**config.mk**
```make
export PLATFORM = sky130hd
export DESIGN_NAME = ip_forward_dedup_engine
export DESIGN_NICKNAME = d
export VERILOG_FILES = /design/src/ipfd_pkg.sv /design/src/ip_forward_dedup_engine.sv /design/src/ipfd_front.sv /design/src/ipfd_queue.sv /design/src/ipfd_back.sv
export SDC_FILE = /design/constraint.sdc
export NUM_CORES = 2
export LEC_CHECK = 0
export BUFFER_PORTS_ARGS = -buffer_cell sky130_fd_sc_hd__buf_2
export CORE_MARGIN = 5
export CORE_UTILIZATION = 45
export CTS_CLUSTER_SIZE = 14
export DETAILED_ROUTE_END_ITERATION = 10
export GPL_TIMING_DRIVEN = 0
export PLACE_DENSITY = 0.68
export SYNTH_ARGS = -nofsm -noshare
export SYNTH_HDL_FRONTEND = slang
export SYNTH_SLANG_ARGS = --single-unit
export TNS_END_PERCENT = 5
```
**constraint.sdc**
```tcl
create_clock -name clk -period 14.89 [get_ports clk]
set_clock_uncertainty 0.2 [all_clocks]
set_input_delay 1.489 -clock clk [delete_from_list [all_inputs] [get_ports clk]]
set_output_delay 1.489 -clock clk [all_outputs]
set_load 0.1 [all_outputs]
```
**src/ipfd_pkg.sv**
```systemverilog
// Shared types, codes and helpers of the IPv4 forwarding engine with duplicate filter.
package ipfd_pkg;

  localparam int CACHE_ENTRIES_DEF = 2;
  localparam int QUEUE_DEPTH_DEF   = 2;

  localparam int CFG_DATA_W  = 32;
  localparam int CFG_INDEX_W = 3;

  localparam logic [15:0] HOLD_TICKS_RST  = 16'd20;
  localparam logic [15:0] CSUM_TTL_STEP   = 16'h0100;
  localparam logic [15:0] CSUM_WRAP_LIMIT = 16'hfeff;
  localparam logic [7:0]  PROTO_ICMP      = 8'd1;
  localparam logic [7:0]  ICMP_ECHO_REQ   = 8'd8;

  typedef enum logic [1:0] {
    FUNC_FORWARD = 2'd0,
    FUNC_OUTPUT  = 2'd1,
    FUNC_TICK    = 2'd2,
    FUNC_UNUSED  = 2'd3
  } func_t;

  typedef enum logic [2:0] {
    ST_LOCAL   = 3'd0,
    ST_SENT    = 3'd1,
    ST_DUP     = 3'd2,
    ST_NOROUTE = 3'd3,
    ST_ZEROLEN = 3'd4,
    ST_SILENT  = 3'd5,
    ST_TICK    = 3'd6,
    ST_IGNORED = 3'd7
  } status_t;

  typedef enum logic [1:0] {
    IFACE_ROUTE0  = 2'd0,
    IFACE_ROUTE1  = 2'd1,
    IFACE_DEFAULT = 2'd2,
    IFACE_NONE    = 2'd3
  } iface_t;

  typedef enum logic [2:0] {
    CFG_HOST_ADDR   = 3'd0,
    CFG_ROUTE0_NET  = 3'd1,
    CFG_ROUTE0_MASK = 3'd2,
    CFG_ROUTE1_NET  = 3'd3,
    CFG_ROUTE1_MASK = 3'd4,
    CFG_ROUTE_EN    = 3'd5,
    CFG_HOLD_TICKS  = 3'd6,
    CFG_PING_CONF   = 3'd7
  } cfg_reg_t;

  typedef struct packed {
    logic [31:0] host_addr;
    logic [31:0] route0_net;
    logic [31:0] route0_mask;
    logic [31:0] route1_net;
    logic [31:0] route1_mask;
    logic [2:0]  route_enable;
    logic [15:0] hold_ticks;
    logic        ping_addr_conf;
  } cfg_t;

  // Everything that identifies a packet for the duplicate filter.
  typedef struct packed {
    logic [31:0] src_addr;
    logic [31:0] dst_addr;
    logic [15:0] pkt_len;
    logic [15:0] frag_offset;
    logic [15:0] ip_ident;
    logic [7:0]  protocol;
    logic [31:0] port_word;
  } key_t;

  // Classified item, front to back.
  typedef struct packed {
    logic        tick;
    logic        check_dup;
    logic        record;
    status_t     status;
    logic        send;
    logic [1:0]  iface;
    logic        tex;
    logic [7:0]  ttl_out;
    logic [15:0] csum_out;
    logic [7:0]  ttl_in;
    logic [15:0] csum_in;
    key_t        key;
  } work_t;

  typedef struct packed {
    status_t     status;
    logic        send;
    logic [1:0]  iface;
    logic        tex;
    logic [7:0]  ttl_out;
    logic [15:0] csum_out;
  } result_t;

  function automatic iface_t pick_route(input cfg_t cfg, input logic [31:0] addr);
    iface_t r;
    if (cfg.route_enable[0] &&
        ((addr & cfg.route0_mask) == (cfg.route0_net & cfg.route0_mask))) begin
      r = IFACE_ROUTE0;
    end else if (cfg.route_enable[1] &&
                 ((addr & cfg.route1_mask) == (cfg.route1_net & cfg.route1_mask))) begin
      r = IFACE_ROUTE1;
    end else if (cfg.route_enable[2]) begin
      r = IFACE_DEFAULT;
    end else begin
      r = IFACE_NONE;
    end
    return r;
  endfunction

endpackage

```
**src/ip_forward_dedup_engine.sv**
```systemverilog
// Top level of the IPv4 forwarding engine with timed duplicate filter.
//
// Input channel (in_valid/in_stall plus one port per header field) carries
// either a header summary to forward or to output locally, or a tick that
// ages the duplicate cache. Every input transfer yields exactly one result
// transfer on the output channel (out_valid/out_stall), in order.
// Configuration registers are written through cfg_write/cfg_index/cfg_data;
// the user writes them only while the engine is idle, not enforced by the block.
// A result passes a queue slot, then the cache lookup into the output register.
// Throughput: one item per cycle while out_stall stays low, set by the cache
// compare/replace in the back end.
// The front end classifies (local, routes, TTL and checksum) and pushes into
// a short queue; in_stall rises only when that queue is full, so the front
// keeps taking items while a finished result waits on out_stall.
// Reset (rst, synchronous): cache timers cleared (all entries free), queue
// and output register emptied, registers back to their reset values with
// hold_ticks at 20.
module ip_forward_dedup_engine #(
  parameter int CACHE_ENTRIES = ipfd_pkg::CACHE_ENTRIES_DEF,
  parameter int QUEUE_DEPTH   = ipfd_pkg::QUEUE_DEPTH_DEF
) (
  input  logic                            clk,
  input  logic                            rst,
  input  logic                            cfg_write,
  input  logic [ipfd_pkg::CFG_INDEX_W-1:0] cfg_index,
  input  logic [ipfd_pkg::CFG_DATA_W-1:0]  cfg_data,
  input  logic                            in_valid,
  output logic                            in_stall,
  input  logic [1:0]                      func,
  input  logic [15:0]                     pkt_len,
  input  logic [15:0]                     frag_offset,
  input  logic [15:0]                     ip_ident,
  input  logic [31:0]                     src_addr,
  input  logic [31:0]                     dst_addr,
  input  logic [7:0]                      protocol,
  input  logic [31:0]                     port_word,
  input  logic [7:0]                      ttl_in,
  input  logic [15:0]                     checksum_in,
  input  logic [7:0]                      icmp_type,
  output logic                            out_valid,
  input  logic                            out_stall,
  output logic [2:0]                      status,
  output logic                            send,
  output logic [1:0]                      iface,
  output logic                            expired_reply,
  output logic [7:0]                      ttl_out,
  output logic [15:0]                     checksum_out
);

  ipfd_pkg::cfg_t    cfg;
  ipfd_pkg::work_t   push_item;
  ipfd_pkg::work_t   pop_item;
  ipfd_pkg::result_t res;
  logic              push;
  logic              pop;
  logic              q_full;
  logic              q_empty;

  // configuration registers
  always_ff @(posedge clk) begin
    if (rst) begin
      cfg <= '{hold_ticks: ipfd_pkg::HOLD_TICKS_RST, default: '0};
    end else if (cfg_write) begin
      unique case (ipfd_pkg::cfg_reg_t'(cfg_index))
        ipfd_pkg::CFG_HOST_ADDR:   cfg.host_addr      <= cfg_data;
        ipfd_pkg::CFG_ROUTE0_NET:  cfg.route0_net     <= cfg_data;
        ipfd_pkg::CFG_ROUTE0_MASK: cfg.route0_mask    <= cfg_data;
        ipfd_pkg::CFG_ROUTE1_NET:  cfg.route1_net     <= cfg_data;
        ipfd_pkg::CFG_ROUTE1_MASK: cfg.route1_mask    <= cfg_data;
        ipfd_pkg::CFG_ROUTE_EN:    cfg.route_enable   <= cfg_data[2:0];
        ipfd_pkg::CFG_HOLD_TICKS:  cfg.hold_ticks     <= cfg_data[15:0];
        ipfd_pkg::CFG_PING_CONF:   cfg.ping_addr_conf <= cfg_data[0];
        default: ;
      endcase
    end
  end

  // front: transfer acceptance and classification
  ipfd_front u_front (
    .cfg         (cfg),
    .in_valid    (in_valid),
    .in_stall    (in_stall),
    .func        (func),
    .pkt_len     (pkt_len),
    .frag_offset (frag_offset),
    .ip_ident    (ip_ident),
    .src_addr    (src_addr),
    .dst_addr    (dst_addr),
    .protocol    (protocol),
    .port_word   (port_word),
    .ttl_in      (ttl_in),
    .checksum_in (checksum_in),
    .icmp_type   (icmp_type),
    .queue_full  (q_full),
    .push        (push),
    .item        (push_item)
  );

  // decoupling queue
  ipfd_queue #(
    .DEPTH (QUEUE_DEPTH)
  ) u_queue (
    .clk      (clk),
    .rst      (rst),
    .push     (push),
    .item_in  (push_item),
    .pop      (pop),
    .item_out (pop_item),
    .full     (q_full),
    .empty    (q_empty)
  );

  // back: duplicate cache and result register
  ipfd_back #(
    .CACHE_ENTRIES (CACHE_ENTRIES)
  ) u_back (
    .clk        (clk),
    .rst        (rst),
    .hold_ticks (cfg.hold_ticks),
    .q_empty    (q_empty),
    .item       (pop_item),
    .pop        (pop),
    .out_valid  (out_valid),
    .out_stall  (out_stall),
    .res        (res)
  );

  assign status        = res.status;
  assign send          = res.send;
  assign iface         = res.iface;
  assign expired_reply = res.tex;
  assign ttl_out       = res.ttl_out;
  assign checksum_out  = res.csum_out;

  // a packet goes out exactly when the status says sent
  a_sent_matches_send: assert property (@(posedge clk) disable iff (rst)
    out_valid |-> ((status == ipfd_pkg::ST_SENT) == send))
    else $error("status and send disagree");

  // a time-exceeded reply is always a sent packet
  a_tex_implies_send: assert property (@(posedge clk) disable iff (rst)
    (out_valid && expired_reply) |-> send)
    else $error("expired_reply without send");

  // no interface is named when nothing is sent
  a_iface_zero_unsent: assert property (@(posedge clk) disable iff (rst)
    (out_valid && !send) |-> (iface == 2'd0))
    else $error("iface set on unsent result");

  // reset empties the output register
  a_reset_clears_out: assert property (@(posedge clk)
    rst |=> !out_valid)
    else $error("result present right after reset");

endmodule

```
**src/ipfd_front.sv**
```systemverilog
// Front end: takes input transfers and classifies them against the configuration.
module ipfd_front (
  input  ipfd_pkg::cfg_t    cfg,
  input  logic              in_valid,
  output logic              in_stall,
  input  logic [1:0]        func,
  input  logic [15:0]       pkt_len,
  input  logic [15:0]       frag_offset,
  input  logic [15:0]       ip_ident,
  input  logic [31:0]       src_addr,
  input  logic [31:0]       dst_addr,
  input  logic [7:0]        protocol,
  input  logic [31:0]       port_word,
  input  logic [7:0]        ttl_in,
  input  logic [15:0]       checksum_in,
  input  logic [7:0]        icmp_type,
  input  logic              queue_full,
  output logic              push,
  output ipfd_pkg::work_t   item
);

  ipfd_pkg::iface_t route_dst;
  ipfd_pkg::iface_t route_src;
  logic [7:0]       ttl_dec;
  logic [15:0]      csum_upd;
  logic             is_local;

  assign in_stall = queue_full;
  assign push     = in_valid && !queue_full;

  assign route_dst = ipfd_pkg::pick_route(cfg, dst_addr);
  assign route_src = ipfd_pkg::pick_route(cfg, src_addr);
  assign ttl_dec   = ttl_in - 8'd1;
  // TTL sits in the high byte: one's complement add of 0x0100 with end-around carry
  assign csum_upd  = (checksum_in >= ipfd_pkg::CSUM_WRAP_LIMIT) ?
                     checksum_in + ipfd_pkg::CSUM_TTL_STEP + 16'd1 :
                     checksum_in + ipfd_pkg::CSUM_TTL_STEP;
  assign is_local  = (dst_addr == cfg.host_addr) ||
                     (cfg.ping_addr_conf && (cfg.host_addr == 32'd0) &&
                      (protocol == ipfd_pkg::PROTO_ICMP) &&
                      (icmp_type == ipfd_pkg::ICMP_ECHO_REQ));

  always_comb begin
    item                 = '0;
    item.status          = ipfd_pkg::ST_IGNORED;
    item.ttl_out         = ttl_in;
    item.csum_out        = checksum_in;
    item.ttl_in          = ttl_in;
    item.csum_in         = checksum_in;
    item.key.src_addr    = src_addr;
    item.key.dst_addr    = dst_addr;
    item.key.pkt_len     = pkt_len;
    item.key.frag_offset = frag_offset;
    item.key.ip_ident    = ip_ident;
    item.key.protocol    = protocol;
    item.key.port_word   = port_word;
    unique case (ipfd_pkg::func_t'(func))
      ipfd_pkg::FUNC_TICK: begin
        item.tick     = 1'b1;
        item.status   = ipfd_pkg::ST_TICK;
        item.ttl_out  = 8'd0;
        item.csum_out = 16'd0;
      end
      ipfd_pkg::FUNC_OUTPUT: begin
        if (pkt_len == 16'd0) begin
          item.status = ipfd_pkg::ST_ZEROLEN;
        end else if (route_dst == ipfd_pkg::IFACE_NONE) begin
          item.status = ipfd_pkg::ST_NOROUTE;
        end else begin
          item.record = 1'b1;
          item.status = ipfd_pkg::ST_SENT;
          item.send   = 1'b1;
          item.iface  = route_dst;
        end
      end
      ipfd_pkg::FUNC_FORWARD: begin
        if (is_local) begin
          item.status = ipfd_pkg::ST_LOCAL;
        end else begin
          // result assuming no cache hit; the back end overrides on a hit
          item.check_dup = 1'b1;
          item.ttl_out   = ttl_dec;
          item.csum_out  = csum_upd;
          if (ttl_dec == 8'd0) begin
            if (protocol == ipfd_pkg::PROTO_ICMP) begin
              item.status = ipfd_pkg::ST_SILENT;
            end else if (route_src == ipfd_pkg::IFACE_NONE) begin
              item.status = ipfd_pkg::ST_NOROUTE;
            end else begin
              item.status = ipfd_pkg::ST_SENT;
              item.send   = 1'b1;
              item.iface  = route_src;
              item.tex    = 1'b1;
            end
          end else if (pkt_len == 16'd0) begin
            item.status = ipfd_pkg::ST_ZEROLEN;
          end else if (route_dst == ipfd_pkg::IFACE_NONE) begin
            item.status = ipfd_pkg::ST_NOROUTE;
          end else begin
            item.record = 1'b1;
            item.status = ipfd_pkg::ST_SENT;
            item.send   = 1'b1;
            item.iface  = route_dst;
          end
        end
      end
      default: begin
        item.status = ipfd_pkg::ST_IGNORED;
      end
    endcase
  end

endmodule

```
**src/ipfd_queue.sv**
```systemverilog
// Short in-order queue of classified items between front and back end.
module ipfd_queue #(
  parameter int DEPTH = ipfd_pkg::QUEUE_DEPTH_DEF
) (
  input  logic            clk,
  input  logic            rst,
  input  logic            push,
  input  ipfd_pkg::work_t item_in,
  input  logic            pop,
  output ipfd_pkg::work_t item_out,
  output logic            full,
  output logic            empty
);

  localparam int PW = (DEPTH > 1) ? $clog2(DEPTH) : 1;
  localparam int CW = $clog2(DEPTH + 1);

  ipfd_pkg::work_t slots [DEPTH];
  logic [PW-1:0]   wr_ptr;
  logic [PW-1:0]   rd_ptr;
  logic [CW-1:0]   count;

  assign full     = (count == CW'(DEPTH));
  assign empty    = (count == '0);
  assign item_out = slots[rd_ptr];

  function automatic logic [PW-1:0] ptr_inc(input logic [PW-1:0] p);
    return (p == PW'(DEPTH - 1)) ? '0 : p + PW'(1);
  endfunction

  always_ff @(posedge clk) begin
    if (rst) begin
      wr_ptr <= '0;
      rd_ptr <= '0;
      count  <= '0;
    end else begin
      if (push) wr_ptr <= ptr_inc(wr_ptr);
      if (pop)  rd_ptr <= ptr_inc(rd_ptr);
      if (push && !pop) begin
        count <= count + CW'(1);
      end else if (pop && !push) begin
        count <= count - CW'(1);
      end
    end
  end

  always_ff @(posedge clk) begin
    if (push) slots[wr_ptr] <= item_in;
  end

endmodule

```
**src/ipfd_back.sv**
```systemverilog
// Back end: duplicate cache lookup, recording, aging and the output register.
module ipfd_back #(
  parameter int CACHE_ENTRIES = ipfd_pkg::CACHE_ENTRIES_DEF
) (
  input  logic              clk,
  input  logic              rst,
  input  logic [15:0]       hold_ticks,
  input  logic              q_empty,
  input  ipfd_pkg::work_t   item,
  output logic              pop,
  output logic              out_valid,
  input  logic              out_stall,
  output ipfd_pkg::result_t res
);

  localparam int IW = (CACHE_ENTRIES > 1) ? $clog2(CACHE_ENTRIES) : 1;
  localparam int P  = 1 << IW;

  logic [15:0]    timer     [CACHE_ENTRIES];
  ipfd_pkg::key_t entry_key [CACHE_ENTRIES];

  logic [CACHE_ENTRIES-1:0] hit_vec;
  logic                     dup;
  logic                     free_found;
  logic [IW-1:0]            free_idx;
  logic [IW-1:0]            victim;
  logic                     do_record;
  logic                     do_tick;

  logic [15:0]   node_val [2*P];
  logic [IW-1:0] node_idx [2*P];
  logic          node_ok  [2*P];

  assign pop = !q_empty && (!out_valid || !out_stall);

  always_comb begin
    for (int i = 0; i < CACHE_ENTRIES; i++) begin
      hit_vec[i] = (timer[i] != 16'd0) && (entry_key[i] == item.key);
    end
  end

  assign dup = item.check_dup && (|hit_vec);

  // lowest free entry
  always_comb begin
    free_found = 1'b0;
    free_idx   = '0;
    for (int i = CACHE_ENTRIES - 1; i >= 0; i--) begin
      if (timer[i] == 16'd0) begin
        free_found = 1'b1;
        free_idx   = IW'(i);
      end
    end
  end

  // min-timer tree, ties go to the higher index
  always_comb begin
    for (int k = 0; k < 2*P; k++) begin
      node_val[k] = '1;
      node_idx[k] = '0;
      node_ok[k]  = 1'b0;
    end
    for (int j = 0; j < P; j++) begin
      node_idx[P+j] = IW'(j);
      if (j < CACHE_ENTRIES) begin
        node_val[P+j] = timer[j];
        node_ok[P+j]  = 1'b1;
      end
    end
    for (int k = P - 1; k >= 1; k--) begin
      if (node_ok[2*k+1] && (!node_ok[2*k] || (node_val[2*k+1] <= node_val[2*k]))) begin
        node_val[k] = node_val[2*k+1];
        node_idx[k] = node_idx[2*k+1];
        node_ok[k]  = 1'b1;
      end else begin
        node_val[k] = node_val[2*k];
        node_idx[k] = node_idx[2*k];
        node_ok[k]  = node_ok[2*k];
      end
    end
  end

  assign victim    = free_found ? free_idx : node_idx[1];
  assign do_record = pop && item.record && !dup;
  assign do_tick   = pop && item.tick;

  always_ff @(posedge clk) begin
    if (rst) begin
      for (int i = 0; i < CACHE_ENTRIES; i++) timer[i] <= '0;
    end else if (do_tick) begin
      for (int i = 0; i < CACHE_ENTRIES; i++) begin
        if (timer[i] != 16'd0) timer[i] <= timer[i] - 16'd1;
      end
    end else if (do_record) begin
      timer[victim] <= hold_ticks;
    end
  end

  always_ff @(posedge clk) begin
    if (do_record) entry_key[victim] <= item.key;
  end

  always_ff @(posedge clk) begin
    if (rst) begin
      out_valid <= 1'b0;
    end else if (pop) begin
      out_valid <= 1'b1;
    end else if (!out_stall) begin
      out_valid <= 1'b0;
    end
  end

  always_ff @(posedge clk) begin
    if (pop) begin
      if (dup) begin
        res.status   <= ipfd_pkg::ST_DUP;
        res.send     <= 1'b0;
        res.iface    <= 2'd0;
        res.tex      <= 1'b0;
        res.ttl_out  <= item.ttl_in;
        res.csum_out <= item.csum_in;
      end else begin
        res.status   <= item.status;
        res.send     <= item.send;
        res.iface    <= item.iface;
        res.tex      <= item.tex;
        res.ttl_out  <= item.ttl_out;
        res.csum_out <= item.csum_out;
      end
    end
  end

endmodule
```
## Word-level counts from Yosys, hierarchy flattened

Memory sizes are Yosys's and may differ from the RTL's. A register that Yosys moved wholly into a read port is not among the register bits.
Index checks and enable logic that the tools add are counted.

- Add/subtract/negate cells: 9
- Order comparisons: 2
- Eq/ne operators: 22
- Mux-type cells: 65
- Bitwise operators: 8
- Reduce and logical (&&, ||, !) cells: 47

Operators with widths:

| operator | number |
|---|---|
| $eq 152x152->1 | 2 |
| $and 32x32->32 | 6 |
| $eq 32x32->1 | 5 |
| $mux 16 | 4 |
| $logic_not 16->1 | 3 |
| $pmux 24 s2 | 1 |
| $mux 1 | 38 |
| $logic_not 32->1 | 1 |
| $reduce_bool 16->1 | 2 |
| $sub 16x1->16 const B | 2 |
| $mux 28 | 1 |
| $mux 24 | 1 |
| $mux 2 | 9 |
| $logic_and 1x1->1 | 17 |
| $add 16x1->16 const B | 1 |
| $add 16x9->16 const B | 1 |
| $ge 16x16->1 const B | 1 |
| $le 16x16->1 | 1 |
| $reduce_and 2->1 | 8 |
| $reduce_or 16->1 | 1 |
| $mux 3 | 5 |
| $eq 3x3->1 const B | 4 |
| $pmux 3 s3 | 1 |
| $eq 2x2->1 const B | 4 |
| 22 further kinds | 34 |

- Flip-flop bits (word level): 216
- RAM bits: 756
- Bits of input ports: 226
- Output and inout port bits: 33
- Word-level logic and storage cells: 174
- Memories kept: 3

Memories:

| name | words | width | rd ports | clocked after Yosys merged registers in | write ports | line | source |
|---|---|---|---|---|---|---|---|
| u_queue.slots | 2 | 210 | 1 | 1 | 1 | ipfd_queue.sv:18 | `ipfd_pkg::work_t slots [DEPTH];` |
| u_back.entry_key | 2 | 152 | 2 | 0 | 1 | ipfd_back.sv:20 | `ipfd_pkg::key_t entry_key [CACHE_ENTRIES];` |
| u_back.timer | 2 | 16 | 2 | 0 | 2 | ipfd_back.sv:19 | `logic [15:0] timer [CACHE_ENTRIES];` |

## Logic depth before layout (Yosys ltp)

An unclocked memory read counts as a cell.

- Depth in word-level cells: 13
- Depth in mapped cells: 13
- Mapped depth without buffers: 10

## Hierarchy

A second synthesis with hierarchy kept.

- Cells, all modules: 3089
- Area total of the unflattened synthesis: 43789.5 um2

By module, submodules not included:

| module | times used | cells each | area each (um2) | seq. area each (um2) |
|---|---|---|---|---|
| ipfd_back | 1 | 1048 | 16196.8 | 11040.6 |
| ipfd_queue | 1 | 675 | 15436.1 | 12712.2 |
| ip_forward_dedup_engine | 1 | 634 | 7081.8 | 3603.5 |
| ipfd_front | 1 | 732 | 5074.9 | 0.0 |

## Least setup slack after synthesis

OpenSTA, ideal clock, no wires.

- Path type: input -> register
- Start: input port out_stall
- End: memory u_back.entry_key[0][0] (netlist name), enable pin
- Library setup time: 0.881 ns
- Data arrival time: 13.650 ns
- Required time: 13.809 ns
- Setup slack: 0.159 ns
- Stages on the path: 5
- Path buffers: 0
- Cells stage by stage: nand2_1 -> o21ai_0 -> inv_1 -> nand2_1 -> nor3b_1

- Cells in the longest elaborated chain, start to end: 7

Ends and longest elaborated chain:

| item | line | source |
|---|---|---|
| start: declaration | ip_forward_dedup_engine.sv:41 | `input logic out_stall,` |
| $logic_not 1->1 | ipfd_back.sv:34 | `assign pop = !q_empty && (!out_valid \|\| !out_stall);` |
| $logic_or 1x1->1 | ipfd_back.sv:34 |  |
| $logic_and 1x1->1 | ipfd_back.sv:34 |  |
| named net pop | ip_forward_dedup_engine.sv:55 | `logic pop;` |
| $logic_and 1x1->1 (2 in a row) | ipfd_back.sv:84 | `assign do_record = pop && item.record && !dup;` |
| $mux 1 | ipfd_back.sv:100 | `if (do_record) entry_key[victim] <= item.key;` |
| $mux 1 (implied by the code) | ipfd_back.sv:100 |  |
| end: declaration | ipfd_back.sv:20 |  |

The timed path passes the listed nets, and every way through them passes these cells.

==> qor.yml <==
worst_setup_path:
  path_max_fanout: 11
  critPathCaptureType: "flop"
  critPathKind: "flop to flop"
  crit_required_ns: 15.13
  startpoint_type: "flop"
  cp.arrival_ns: 6.25
timing:
  slew_headroom_pct: 27.8
  post-route-period-util_pct: 40.4
  rsz0062_at_grt: "no"
  hold_viol_final: 0
  fmax_mhz: 166
  slew_violations: 0
  tightest_slew_ns: 1.08
  fin_crit_ns: 6.01
  setup_viol: 0
  fin_tns_setup_ns: 0
  whs_ns: 0.259
  layout_setup_ws_ns: 8.88
synth:
  synth_xor_area_share_pct: 9.61
  synthTopCellsByCount: "edfxtp_1, nand2_1, xor2_1, a21oi_1, inv_1"
  netlist_instances: 3122
  async_flop_share_pct: 0
  syn_area_per_cell_um2: 13.2
  synth_top_cell_area_share_pct: 57.4
  synth_ff_type: "edfxtp_1"
  yosysWarnings: 0
  synth_top_family_by_area: "XOR/XNOR gates"
  yosysMostFrequentCell: "edfxtp_1"
  synth_fa_ha_area_share_pct: 0.790
  synth_top_cell_by_area: "edfxtp_1"
  seq_area_frac_synth_pct: 66.4
  syn-num-nets: 3374
  synthMuxAreaShare_pct: 5.37
  ys_types: 64
  ys_ff_latch: 973
  synth-simple-area-share_pct: 9.08
  synth-compound-area-share_pct: 5.78
  netlist_top_cells_area: "edfxtp_1, dfxtp_1, xor2_1"
  synth_edf_count: 787
  syn_area_mm2: 0.0412
global_route:
  grt_pass1_vias: 26500
  grt_pass1_wl_um: 175000
  grt_max_degree: 63
  antenna_found_initial: 6
  grt_usage_pct: 24.4
  grt.overflow.total: 0
clocking:
  post_cts_resized: 0
  clk_path_buf_depth: 3
  cts_tree: "built"
  tritoncts.num_buffers: 100
  cts.htree.levels: 3
  cts.sinks: 973
  post-cts-setup-buffer-count: 0
  ctsHoldBuffers: 0
  clk_pin_slew_ns: 0.06
  clk_latency_ns: 0.70
  root_buffer: "clkbuf_16"
floorplan:
  dieWidth_um: 313
  dieHeight_um: 313
  core_mm2: 0.0912
  dieArea_mm2: 0.0977
  start_util_pct: 45.1
  io_pins: 259
  rows: 111
place:
  pre_cts_ws_ns: 8.83
  finalWeightedCongestion: 0.987
  place_hpwl_um: 92300
  numPortBuffers: 253
finish:
  drive_above_1_share_pct: 13.9
  area_delta_synth_final_pct: 15.8
  fin_util_pct: 52.3
  nNetsFinal: 3772
routing:
  drtPass1Iterations: 5
  antenna_left: 0
  drt_iter0_drc: 2649
  routed_wl_um: 122000
  post_drt_wl_per_cell_um: 25.5
  route.detailed.drc: 0
  via_per_inst: 5.55
  route.vias.total: 26500
run_status:
  outcome: "finished, final reports clean"
pwr:
  p_per_area_mw_per_mm2: 175
  vdd_drop_max_uv: 104
  power.leakage_nw: 16.7
hold_path:
  hp-class: "flop to flop"
run:
  maxCapViolCount: 0
[cells in the final DEF (no fill, tap or decap), types with 32 or more instances in the layout]
cell / count
buf_2: 266
clkbuf_16: 101
dfxtp_1: 186
nand2_1: 445
xnor2_1: 191
nor4_1: 75
nand4_1: 83
inv_1: 198
buf_6: 37
nor2_1: 59
clkbuf_1: 108
xor2_1: 261
o21ai_0: 42
edfxtp_1: 787
o32ai_1: 32
a21oi_1: 205
nand3b_1: 42
mux2i_1: 158
[power by group]
part / leakage (nW) / switching (W) / internal (W)
Clock: 1.47 / 0.00105 / 0.00131
Combinational: 6.36 / 0.00158 / 0.000691
Sequential: 8.83 / 0.000157 / 0.00354
Total: 16.7 / 0.00279 / 0.00554
[flip-flops by register name (all words and copies together), names as in the netlist, named ones only]
| register | flops |
|---|---|
| cfg | 180 |
| u_back.entry_key | 304 |
| u_back.out_valid | 1 |
| u_back.res | 31 |
| u_back.timer | 32 |
| u_queue.count | 2 |
| u_queue.rd_ptr | 1 |
| u_queue.slots | 420 |
| u_queue.wr_ptr | 1 |
[area by class of cell]
cell class	instances	area, um2
repair buffers	296	1890
well taps	1186	1480
fillers	7720	43500
flip-flops and latches	973	27400
clock buffers	135	2690
plain buffers	102	470
inverters	199	747
multi-input cells	1848	12700
diodes	2	5.00
clock inverters	46	404
[critical path, cell delays in order, from the launching register on]
cell     delay, ns
dfxtp_1       0.45
buf_6         0.18
buf_4         0.32
buf_2         0.51
mux2i_1       0.47
xnor2_1       0.31
nor4_1        0.51
nand4_1       0.27
nor4_1        0.50
nand4_1       0.23
o32ai_4       0.37
buf_6         0.24
buf_4         0.21
nor3b_2       0.14
buf_6         0.17
buf_6         0.16
buf_6         0.16
buf_6         0.15
buf_6         0.16
[kinds of logic (layout without fill, tap and decap cells)]
kind of cell    Yosys count  in the layout
flops                   973            973
buf+inv                 301            778
fa+ha+maj                26             26
xor+xnor                452            452
compound gates          387            387
mux                     189            189
simple gates            794            794
other cells               0              2
[metal layers]
| layer | share of wire [%] | global-route usage [%] |
|---|---|---|
| met1 | 41 | 32.6 |
| met4 | 3.4 | 8.11 |
| met5 | 0.014 | 0 |
| met3 | 6.7 | 3.39 |
| met2 | 49 | 41.4 |
[worst paths after layout]
path	startpoint	endpoint	slack, ns	cells after the start
setup / recovery	flop	u_back.entry_key[0][41]$_DFFE_PP_	8.88	18
setup reg to reg	flop	u_back.entry_key[0][41]$_DFFE_PP_	8.88	18
hold reg to reg	cfg[9]$_SDFFE_PP0P_	cfg[9]$_SDFFE_PP0P_	0.26	2
hold / removal	cfg[9]$_SDFFE_PP0P_	cfg[9]$_SDFFE_PP0P_	0.26	2
[stage by stage]
step	power (W)	cell area (um2)	std cells
final	0.00833	47700	4787
after global routing	0.00865	47700	4786
after CTS	0.00838	47700	4785
after detailed placement	0.00602	44600	4604
after global placement	0.00611	43900	4561
after floorplan	0.00530	41200	3122
Power figures use the tool's default switching activity.
